### config.mk
export PLATFORM = sky130hd
export DESIGN_NAME = box_pixel_border_gradient_blend
export DESIGN_NICKNAME = d
export VERILOG_FILES = /design/src/rtl/bpgb_pkg.sv /design/src/rtl/bpgb_front.sv /design/src/rtl/bpgb_cell.sv /design/src/rtl/bpgb_blend.sv /design/src/rtl/box_pixel_border_gradient_blend.sv
export SDC_FILE = /design/constraint.sdc
export NUM_CORES = 2
export LEC_CHECK = 0
export BUFFER_PORTS_ARGS = -buffer_cell sky130_fd_sc_hd__buf_2
export CORE_MARGIN = 2
export CORE_UTILIZATION = 57
export CTS_CLUSTER_SIZE = 30
export DETAILED_ROUTE_END_ITERATION = 6
export PLACE_DENSITY = 0.79
export SETUP_SLACK_MARGIN = 0.4
export SLEW_MARGIN = 40
export SYNTH_ARGS = -nofsm -noshare
export SYNTH_HDL_FRONTEND = slang
export SYNTH_SLANG_ARGS = --single-unit
### constraint.sdc
create_clock -name clk -period 20.7 [get_ports clk]
set_input_delay 3.105 -clock clk [delete_from_list [all_inputs] [get_ports clk]]
set_output_delay 3.105 -clock clk [all_outputs]
set_load 0.1 [all_outputs]
### src/rtl/bpgb_pkg.sv
// Package for the box pixel border/gradient/blend engine.
// Holds the request types, the register map, the channel helpers and the pipeline item.
// No dependencies.
package bpgb_pkg;

    localparam int unsigned DIM_W      = 11;
    localparam logic [DIM_W-1:0] MAX_DIM = 11'd1024;
    localparam int unsigned CH_W       = 6;
    localparam int unsigned NUM_W      = 16;
    localparam int unsigned NUM_CELLS  = 6;
    localparam int unsigned NUM_CH     = 3;
    localparam int unsigned BLEND_W    = 14;
    localparam logic [16:0] DIV255_MAGIC = 17'h8081;

    localparam logic [2:0] CFG_FILL_COLOR   = 3'd0;
    localparam logic [2:0] CFG_END_COLOR    = 3'd1;
    localparam logic [2:0] CFG_BORDER_COLOR = 3'd2;
    localparam logic [2:0] CFG_ALPHA        = 3'd3;
    localparam logic [2:0] CFG_BORDER_WIDTH = 3'd4;
    localparam logic [2:0] CFG_FILL_MODE    = 3'd5;
    localparam logic [2:0] CFG_AREA_WIDTH   = 3'd6;
    localparam logic [2:0] CFG_AREA_HEIGHT  = 3'd7;

    localparam logic [1:0] MODE_SOLID  = 2'd0;
    localparam logic [1:0] MODE_GRAD_Y = 2'd1;
    localparam logic [1:0] MODE_GRAD_X = 2'd2;
    // spare code, behaves as a gradient along x
    localparam logic [1:0] MODE_SPARE  = 2'd3;

    typedef struct packed {
        logic [9:0]  x_offset;
        logic [9:0]  y_offset;
        logic [15:0] back_pixel;
    } in_req_t;

    typedef struct packed {
        logic [15:0] pixel_out;
        logic        in_border;
    } out_req_t;

    typedef struct packed {
        logic [15:0]      fill_color;
        logic [15:0]      end_color;
        logic [15:0]      border_color;
        logic [7:0]       alpha;
        logic [DIM_W-1:0] border_width;
        logic [1:0]       fill_mode;
        logic [DIM_W-1:0] area_width;
        logic [DIM_W-1:0] area_height;
    } cfg_t;

    // one pixel travelling along the divider row
    typedef struct packed {
        logic                             border;
        logic [15:0]                      back;
        logic [DIM_W-1:0]                 dsor;
        logic [NUM_CH-1:0][NUM_W-1:0]     rem;
        logic [NUM_CH-1:0][CH_W-1:0]      quo;
    } div_item_t;

    function automatic logic [DIM_W-1:0] fit_size(input logic [DIM_W-1:0] v);
        logic [DIM_W-1:0] r;
        if (v == '0)
            r = DIM_W'(1);
        else if (v > MAX_DIM)
            r = MAX_DIM;
        else
            r = v;
        return r;
    endfunction

    // channel 0 red, 1 green, 2 blue; red and blue zero-extended
    function automatic logic [CH_W-1:0] get_ch(input logic [15:0] c, input logic [1:0] i);
        logic [CH_W-1:0] r;
        case (i)
            2'd0:    r = {1'b0, c[15:11]};
            2'd1:    r = c[10:5];
            default: r = {1'b0, c[4:0]};
        endcase
        return r;
    endfunction

endpackage

### src/rtl/bpgb_front.sv
// Front stage: clamps the position, finds the border band and forms the gradient numerators.
// Depends on bpgb_pkg.
module bpgb_front
    import bpgb_pkg::*;
(
    input  logic      clk,
    input  logic      rst_n,
    input  logic      en,
    input  logic      in_valid,
    input  in_req_t   in_data,
    input  cfg_t      cfg,
    output logic      valid,
    output div_item_t item
);

    logic             valid_reg;
    div_item_t        item_reg;
    div_item_t        item_next;
    logic [DIM_W-1:0] w_fit;
    logic [DIM_W-1:0] h_fit;
    logic [DIM_W-1:0] x_c;
    logic [DIM_W-1:0] y_c;
    logic [DIM_W-1:0] pos;
    logic [DIM_W-1:0] pos_end;
    logic [DIM_W-1:0] bw;
    logic             grad_y;
    logic [16:0]      prod_a [NUM_CH];
    logic [16:0]      prod_b [NUM_CH];

    always_comb
    begin
        w_fit = fit_size(cfg.area_width);
        h_fit = fit_size(cfg.area_height);
        x_c = ({1'b0, in_data.x_offset} >= w_fit) ? w_fit - DIM_W'(1) : {1'b0, in_data.x_offset};
        y_c = ({1'b0, in_data.y_offset} >= h_fit) ? h_fit - DIM_W'(1) : {1'b0, in_data.y_offset};
        bw = cfg.border_width;
        grad_y = (cfg.fill_mode == MODE_GRAD_Y);
        pos = grad_y ? y_c : x_c;
        item_next.dsor = grad_y ? h_fit : w_fit;
        pos_end = item_next.dsor - pos;
        item_next.border = (bw != '0) &&
                           ((x_c < bw) || (y_c < bw) ||
                            (({1'b0, x_c} + {1'b0, bw}) >= {1'b0, w_fit}) ||
                            (({1'b0, y_c} + {1'b0, bw}) >= {1'b0, h_fit}));
        item_next.back = in_data.back_pixel;
        for (int i = 0; i < NUM_CH; i++)
        begin
            prod_a[i] = 17'(get_ch(cfg.fill_color, 2'(i))) * 17'(pos);
            prod_b[i] = 17'(get_ch(cfg.end_color, 2'(i))) * 17'(pos_end);
            item_next.rem[i] = NUM_W'(prod_a[i] + prod_b[i]);
            item_next.quo[i] = '0;
        end
    end

    always_ff @(posedge clk or negedge rst_n)
    begin
        if (!rst_n)
            valid_reg <= 1'b0;
        else if (en)
            valid_reg <= in_valid;
    end

    always_ff @(posedge clk)
    begin
        if (en)
            item_reg <= item_next;
    end

    assign valid = valid_reg;
    assign item  = item_reg;

endmodule

### src/rtl/bpgb_cell.sv
// One divider cell: settles one quotient bit of all three channels and hands on the pixel.
// Depends on bpgb_pkg.
module bpgb_cell
    import bpgb_pkg::*;
(
    input  logic      clk,
    input  logic      rst_n,
    input  logic      en,
    input  logic [2:0] shift,
    input  logic      valid_in,
    input  div_item_t item_in,
    output logic      valid,
    output div_item_t item
);

    logic        valid_reg;
    div_item_t   item_reg;
    div_item_t   item_next;
    logic [16:0] trial;
    logic        ge;

    always_comb
    begin
        item_next = item_in;
        trial = 17'(item_in.dsor) << shift;
        for (int i = 0; i < NUM_CH; i++)
        begin
            ge = ({1'b0, item_in.rem[i]} >= trial);
            if (ge)
                item_next.rem[i] = NUM_W'({1'b0, item_in.rem[i]} - trial);
            item_next.quo[i] = {item_in.quo[i][CH_W-2:0], ge};
        end
    end

    always_ff @(posedge clk or negedge rst_n)
    begin
        if (!rst_n)
            valid_reg <= 1'b0;
        else if (en)
            valid_reg <= valid_in;
    end

    always_ff @(posedge clk)
    begin
        if (en)
            item_reg <= item_next;
    end

    assign valid = valid_reg;
    assign item  = item_reg;

endmodule

### src/rtl/bpgb_blend.sv
// Color select and alpha blend: two registered stages, the second is the output register.
// Depends on bpgb_pkg.
module bpgb_blend
    import bpgb_pkg::*;
(
    input  logic      clk,
    input  logic      rst_n,
    input  logic      en,
    input  logic      valid_in,
    input  div_item_t item_in,
    input  cfg_t      cfg,
    output logic      valid,
    output out_req_t  result
);

    logic                          mid_valid_reg;
    logic                          mid_border_reg;
    logic [NUM_CH-1:0][BLEND_W-1:0] mid_sum_reg;
    logic [NUM_CH-1:0][BLEND_W-1:0] mid_sum_next;
    logic                          out_valid_reg;
    out_req_t                      out_reg;
    out_req_t                      out_next;
    logic [CH_W-1:0]               col [NUM_CH];
    logic [CH_W-1:0]               bk  [NUM_CH];
    logic [7:0]                    alpha_n;
    logic [30:0]                   prod [NUM_CH];
    logic [CH_W-1:0]               q [NUM_CH];

    always_comb
    begin
        alpha_n = 8'd255 - cfg.alpha;
        for (int i = 0; i < NUM_CH; i++)
        begin
            if (item_in.border)
                col[i] = get_ch(cfg.border_color, 2'(i));
            else if (cfg.fill_mode == MODE_SOLID)
                col[i] = get_ch(cfg.fill_color, 2'(i));
            else
                col[i] = item_in.quo[i];
            bk[i] = get_ch(item_in.back, 2'(i));
            mid_sum_next[i] = BLEND_W'(BLEND_W'(col[i]) * BLEND_W'(cfg.alpha) +
                                       BLEND_W'(bk[i]) * BLEND_W'(alpha_n));
        end
    end

    // divide by 255 through the reciprocal, exact for 16-bit sums
    always_comb
    begin
        for (int i = 0; i < NUM_CH; i++)
        begin
            prod[i] = 31'(mid_sum_reg[i]) * 31'(DIV255_MAGIC);
            q[i] = prod[i][28:23];
        end
        out_next.pixel_out = {q[0][4:0], q[1], q[2][4:0]};
        out_next.in_border = mid_border_reg;
    end

    always_ff @(posedge clk or negedge rst_n)
    begin
        if (!rst_n)
        begin
            mid_valid_reg <= 1'b0;
            out_valid_reg <= 1'b0;
        end
        else if (en)
        begin
            mid_valid_reg <= valid_in;
            out_valid_reg <= mid_valid_reg;
        end
    end

    always_ff @(posedge clk)
    begin
        if (en)
        begin
            mid_border_reg <= item_in.border;
            mid_sum_reg    <= mid_sum_next;
            out_reg        <= out_next;
        end
    end

    assign valid  = out_valid_reg;
    assign result = out_reg;

endmodule

### src/rtl/box_pixel_border_gradient_blend.sv
// Top level of the RGB565 box pixel engine: border band, gradient fill, alpha blend.
// Depends on bpgb_pkg, bpgb_front, bpgb_cell and bpgb_blend.
//
//  channel | direction | handshake          | payload
//  --------+-----------+--------------------+---------------------------------
//  in      | input     | in_valid/in_stall  | in_data (x_offset, y_offset, back_pixel)
//  out     | output    | out_valid/out_stall| out_data (pixel_out, in_border)
//  cfg     | input     | cfg_we             | cfg_index, cfg_data
//
// One request enters per clock while the output is not stalled; each passes from accept to out_valid through the
// front stage, six divider cells (one quotient bit each), blend stage and output register.
// Reset (rst_n, async, low) clears all valid bits and loads the register reset values.
// A stalled output freezes the whole row; in_stall follows out_valid & out_stall.
module box_pixel_border_gradient_blend
    import bpgb_pkg::*;
(
    input  logic        clk,
    input  logic        rst_n,
    input  logic        in_valid,
    output logic        in_stall,
    input  in_req_t     in_data,
    output logic        out_valid,
    input  logic        out_stall,
    output out_req_t    out_data,
    input  logic        cfg_we,
    input  logic [2:0]  cfg_index,
    input  logic [15:0] cfg_data
);

    cfg_t      cfg_reg;
    logic      en;
    logic      front_valid;
    div_item_t front_item;
    logic      cell_valid [NUM_CELLS];
    div_item_t cell_item  [NUM_CELLS];
    logic [NUM_CELLS-1:0] cell_valid_vec;

    // advance the whole row unless a finished result is held at the output
    assign en       = !(out_valid && out_stall);
    assign in_stall = !en;

    // configuration registers
    always_ff @(posedge clk or negedge rst_n)
    begin
        if (!rst_n)
        begin
            cfg_reg.fill_color   <= '0;
            cfg_reg.end_color    <= '0;
            cfg_reg.border_color <= '0;
            cfg_reg.alpha        <= 8'd255;
            cfg_reg.border_width <= '0;
            cfg_reg.fill_mode    <= MODE_SOLID;
            cfg_reg.area_width   <= DIM_W'(1);
            cfg_reg.area_height  <= DIM_W'(1);
        end
        else if (cfg_we)
        begin
            unique case (cfg_index)
                CFG_FILL_COLOR:   cfg_reg.fill_color   <= cfg_data;
                CFG_END_COLOR:    cfg_reg.end_color    <= cfg_data;
                CFG_BORDER_COLOR: cfg_reg.border_color <= cfg_data;
                CFG_ALPHA:        cfg_reg.alpha        <= cfg_data[7:0];
                CFG_BORDER_WIDTH: cfg_reg.border_width <= cfg_data[DIM_W-1:0];
                CFG_FILL_MODE:    cfg_reg.fill_mode    <= cfg_data[1:0];
                CFG_AREA_WIDTH:   cfg_reg.area_width   <= cfg_data[DIM_W-1:0];
                CFG_AREA_HEIGHT:  cfg_reg.area_height  <= cfg_data[DIM_W-1:0];
                default:          cfg_reg.fill_color   <= cfg_reg.fill_color;
            endcase
        end
    end

    // clamp, border test and gradient numerators
    bpgb_front u_front (
        .clk      (clk),
        .rst_n    (rst_n),
        .en       (en),
        .in_valid (in_valid),
        .in_data  (in_data),
        .cfg      (cfg_reg),
        .valid    (front_valid),
        .item     (front_item)
    );

    // divider row: cell k settles quotient bit 5-k
    for (genvar k = 0; k < NUM_CELLS; k++)
    begin : g_cell
        bpgb_cell u_cell (
            .clk      (clk),
            .rst_n    (rst_n),
            .en       (en),
            .shift    (3'(NUM_CELLS - 1 - k)),
            .valid_in ((k == 0) ? front_valid : cell_valid[(k == 0) ? 0 : k-1]),
            .item_in  ((k == 0) ? front_item  : cell_item[(k == 0) ? 0 : k-1]),
            .valid    (cell_valid[k]),
            .item     (cell_item[k])
        );
        assign cell_valid_vec[k] = cell_valid[k];
    end

    // color select, blend with the background and output register
    bpgb_blend u_blend (
        .clk      (clk),
        .rst_n    (rst_n),
        .en       (en),
        .valid_in (cell_valid[NUM_CELLS-1]),
        .item_in  (cell_item[NUM_CELLS-1]),
        .cfg      (cfg_reg),
        .valid    (out_valid),
        .result   (out_data)
    );

    a_stall_needs_result: assert property (@(posedge clk) disable iff (!rst_n)
        in_stall |-> out_valid)
        else $error("input stalled with no result held");

    a_front_to_cell: assert property (@(posedge clk) disable iff (!rst_n)
        (en && front_valid) |=> cell_valid_vec[0])
        else $error("request lost between front stage and first cell");

    a_row_frozen: assert property (@(posedge clk) disable iff (!rst_n)
        in_stall |=> $stable(cell_valid_vec))
        else $error("divider row moved while stalled");

endmodule
; ---- After elaboration in Yosys (flattened, before gate mapping)
; Index checks and enable logic that the tools add are counted.
[op_classes]
add_sub_neg = 27
multipliers = 15
div = 0
magnitude_cmp = 26
eq_ne = 8
n_shift = 0
n_mux = 29
bitwise_logic = 0
reduce_logical = 18
[ops]
columns = cell, n
row1 = 2-to-1 mux 16 bit, 15
row2 = 2-to-1 mux 11 bit, 8
row3 = multiplier 5 x 11 -> 16 bit, 4
row4 = multiplier 14 x 16 -> 28 bit (second input constant), 2
row5 = multiplier 6 x 8 -> 14 bit, 4
row6 = adder 16 bit, 3
row7 = >= comparator 16 x 11 -> 1 bit, 3
row8 = >= comparator 16 x 12 -> 1 bit, 3
row9 = >= comparator 16 x 13 -> 1 bit, 3
row10 = >= comparator 16 x 14 -> 1 bit, 3
row11 = >= comparator 16 x 15 -> 1 bit, 3
row12 = >= comparator 16 bit, 3
row13 = subtractor 16 x 12 -> 16 bit, 3
row14 = subtractor 16 x 13 -> 16 bit, 3
row15 = subtractor 16 x 14 -> 16 bit, 3
row16 = subtractor 16 x 15 -> 16 bit, 3
row17 = subtractor 16 bit, 3
row18 = adder 14 bit, 3
row19 = 2-to-1 mux 6 bit, 6
row20 = multiplier 6 x 11 -> 16 bit, 2
row21 = multiplier 14 x 16 -> 29 bit (second input constant), 1
row22 = multiplier 5 x 8 -> 13 bit, 2
row23 = adder 11 x 11 -> 12 bit, 2
row24 = >= comparator 12 x 11 -> 1 bit, 2
row25 = other kinds (17), 36
[word_totals]
ff_bits = 696
latchBits = 0
ram_bits = 0
rom_bits = 0
in_bits = 60
n_memories = 0

; ---- Logic depth before layout (Yosys ltp)
[depth]
depth_word = 10
ltp_mapped = 47
depth_no_buf = 43

; ---- Modules after synthesis
; A second synthesis with hierarchy kept.
[unflattened]
hier_cells = 6653
area_unflattened_um2 = 71342.2
[by_module_without_submodules]
columns = mod, n_inst, cells_each, area_per_inst_um2, seq_area_each_um2
row1 = bpgb_cell (g_cell[0].u_cell ...), 4, 527, 6212.2, 2847.7
row2 = bpgb_front, 1, 1823, 17005.1, 2307.2
row3 = bpgb_blend, 1, 1392, 13471.7, 1851.8
row4 = bpgb_cell (g_cell[4].u_cell), 1, 596, 6261.0, 2847.7
row5 = bpgb_cell (g_cell[5].u_cell), 1, 530, 6144.6, 2847.7
row6 = box_pixel_border_gradient_blend, 1, 204, 3611.0, 2289.7

; ---- Least setup slack after synthesis
; Ideal clock, no wire load.
[synth_path]
path_kind = input to output
startpoint = input port out_stall
endpoint = output port in_stall
arrival_time_ns = 26.957
t_required_ns = 17.595
setup_slack_ns = -9.362
cell_stages = 3
path_buffers = 1
path_cell_list = nand2_1 > clkbuf_1 > inv_1
[synth_between]
elab_chain_cells = 1
[synth_rtl]
columns = element, line_no
row1 = from (decl), box_pixel_border_gradient_blend.sv:23  ; input logic out_stall,
row2 = logical AND 1 bit, box_pixel_border_gradient_blend.sv:39  ; assign en = !(out_valid && out_stall);
row3 = to (decl), box_pixel_border_gradient_blend.sv:20  ; output logic in_stall,
; Every way passes these cells.

==> summary.log <==
qor: floorplan.rows 116
qor: cells_and_area.fill_cells 7736
qor: job.number_of_violations_of_the_max_capacitance_limit 0
qor: timing.finalCriticalPeriod 12.25 ns
qor: yosys.synthDominantCellAreaShare 0.311
qor: min_path.holdCritPathClass reg -> reg
qor: clocking.clock_sink_count 696
qor: floorplan.floorplan.die.width 322 microns
qor: global_route.grt_pass1_wl 211 mm
qor: yosys.synthCells 5330
qor: route.ant_nets 0
qor: global_route.overflow 0
qor: worst_setup_path.crit_path_frequent_cell sky130_fd_sc_hd__fa_1
qor: route.via_per_inst 5.73
qor: timing.skew 0.0349 ns
qor: worst_setup_path.cp_endpoint_kind register
qor: floorplan.die_area 0.104 sq mm
qor: status.run_status finished, final reports clean
qor: floorplan.floorplan.initialDensity 0.575
qor: worst_setup_path.crit_path_top_delay_cell sky130_fd_sc_hd__fa_1
qor: clocking.clock_latency 0.67 ns
qor: clocking.clock_path_buffers 3
qor: timing.rsz0062_at_grt no
qor: clocking.post-cts-setup-buffer-count 0
qor: global_route.via_count_of_the_first_global_routing_pass 40200
qor: global_route.grt_antenna_before_repair 6
qor: yosys.synth.ff_latch_count 696
qor: clocking.cts_root_buffer sky130_fd_sc_hd__clkbuf_16
qor: timing.timing_hold_violations_final 0
qor: cells_and_area.layout.cells.most_common sky130_fd_sc_hd__inv_1
qor: yosys.post_synth_instance_area 0.0576 sq mm
qor: cells_and_area.area_growth_syn_to_layout 8.16%
qor: route.wl_per_cell 19.4 microns
qor: worst_setup_path.crit_family adder cells
qor: clocking.cts_tree built
qor: floorplan.die_h 322 microns
qor: floorplan.fp.coreArea 0.100 sq mm
qor: timing.report.final.slew_viol_count 0
qor: route.totalWireLength 131 mm
qor: worst_setup_path.worstPathRequired 21.11 ns
qor: timing.slew_headroom 0.394
qor: yosys.post-synth-top-area-cell sky130_fd_sc_hd__edfxtp_1
qor: clocking.cts_hold_buffers 0
qor: cells_and_area.finalNetCount 6584
qor: global_route.grt_start_max_net_pins 124
qor: worst_setup_path.timing.setup.critical_path_class in -> reg
qor: route.initialDrtViolationCount 2594
qor: worst_setup_path.cp.buffers_inverters 6
qor: yosys.yosysWarningCount 0
qor: yosys.synth_enable_flop_cells 596
qor: placed_design.dp.final_hpwl 101 mm
qor: worst_setup_path.critPathMaxStageDelay 0.58 ns
qor: clocking.clock_input_transition_at_the_sequential_cells_of_the_worst_setup_and_hold_paths 0.06 ns
qor: clocking.post_cts_resized 0
qor: worst_setup_path.arrival 12.66 ns
qor: route.detail_route.drc_violations 0
qor: cells_and_area.layout_common_cells sky130_fd_sc_hd__inv_1 (728), sky130_fd_sc_hd__ha_1 (684), sky130_fd_sc_hd__edfxtp_1 (596)
qor: worst_setup_path.crit_start_category input pin
qor: timing.max_clock_freq 0.0816 GHz
qor: route.num_vias 38700
qor: worst_setup_path.crit_path_max_fanout 17
qor: timing.min_period_over_period 0.592
qor: global_route.global_route.usage.total 0.260
qor: global_route.global_route.usage.met3 0.0413
qor: clocking.cts.htree.levels 3
qor: global_route.grt.busiest_layer met2
qor: global_route.groute.layer.met2.usage 0.441
qor: yosys.dominant_cells_by_area_after_synthesis sky130_fd_sc_hd__edfxtp_1 (31%), sky130_fd_sc_hd__fa_1 (16%), sky130_fd_sc_hd__ha_1 (15%)
qor: yosys.ys_dominant_reg_cell sky130_fd_sc_hd__edfxtp_1
qor: cells_and_area.multi_input_comb_area 0.0341 sq mm
qor: placed_design.gp_congestion 0.900
qor: yosys.async_reset_ff_frac 0.144
qor: yosys.synthDistinctLibCells 74
qor: yosys.synth_area_per_cell 10.8 sq um
qor: timing.setup_viol_count_final 0
qor: placed_design.port_buffers 78
qor: timing.slew_at_the_pin_closest_to_its_max_slew_limit 0.903 ns
qor: cells_and_area.regArea 0.0204 sq mm
qor: cells_and_area.number_of_flip_flops_in_the_largest_register 460
qor: global_route.globalRouteMet1Util 0.325
qor: floorplan.ios 79
qor: route.detail_route.first_pass.iterations 7
qor: cells_and_area.layout-drive-gt1-share 0.0779
qor: yosys.ys_seq_area_frac 0.354
qor: timing.fin_setup_tns 0 ns
qor: clocking.numCtsBuffers 78
## per-stage QoR
step                      worst slack [ns]  hold WS (ns)  utilization  std cells  area, sq um
after floorplan                       3.11         0.400            -       5332        57600
after global placement                8.04         0.400        0.594       6609        59500
after detailed placement              7.90         0.405        0.594       6610        59500
after CTS                             8.55         0.396        0.622       6750        62300
after global routing                  7.89         0.413        0.622       6751        62300
final                                 8.45         0.396        0.622       6754        62300
## cell type report
type / instances / share of cell area
multi-input cells: 3774 / 0.547
flip-flops and latches: 696 / 0.327
diodes: 3 / 0.000120
clock buffers: 91 / 0.0324
clock inverters: 49 / 0.0116
repair buffers: 113 / 0.0114
well taps: 1298 / 0.0261
inverters: 730 / 0.0440
## cells in the mapped netlist (all sizes together) (7+ instances only)
master	count
nor3b	12
a21boi	15
a211o	13
nor4	24
fa	447
clkbuf	124
nor3	70
o311ai	7
a2111oi	20
ha	684
xor2	76
nor2b	137
buf	8
or2	13
nand2	418
o211ai	9
a31oi	29
and3	20
edfxtp	596
o21ai	176
a21o	82
xnor2	202
a31o	18
and2	236
nor2	220
a21oi	259
nand4b	13
or4	12
inv	728
dfstp	10
nand4	27
nand2b	112
a211oi	19
mux2i	42
dfrtp	90
or3	18
mux2	133
o21a	32
nand3	56
o21bai	42
## layer usage
layer / share of wire / vias to the layer above
met5: 0.00020 / -
met4: 0.052 / 4
met3: 0.057 / 334
met2: 0.48 / 1117
met1: 0.41 / 19000
li1: - / 18300
## worst paths after layout
kind                            depth (start not counted)                     start  slack, ns                       end
worst max-delay path                                   37               in_data[25]       8.45          u_front.item[49]
worst min-delay path                                    0  g_cell[3].u_cell.item[7]       0.40  g_cell[4].u_cell.item[8]
worst max register to register                         39                cfg_reg[5]       9.52          u_front.item[49]
worst min register to register                          0  g_cell[3].u_cell.item[7]       0.40  g_cell[4].u_cell.item[8]
max in group asynchronous                               2                     rst_n      17.00               cfg_reg[19]
min in group asynchronous                               1                     rst_n       2.47               cfg_reg[69]
## cell families after synthesis
logic type / count (synthesis) / synth area share
AND/OR/NAND/NOR: 1406 / 0.124
adder cells (fa/ha/maj): 1131 / 0.304
buffers and inverters: 862 / 0.0562
AO/OA/AOI/OAI: 780 / 0.0856
flip-flops: 696 / 0.354
XOR/XNOR: 279 / 0.0426
multiplexers: 175 / 0.0333
other: 1 / 0.0000651
Power is not shown: default switching activity piles up to over one toggle a cycle in this logic, so the estimate is an artifact.
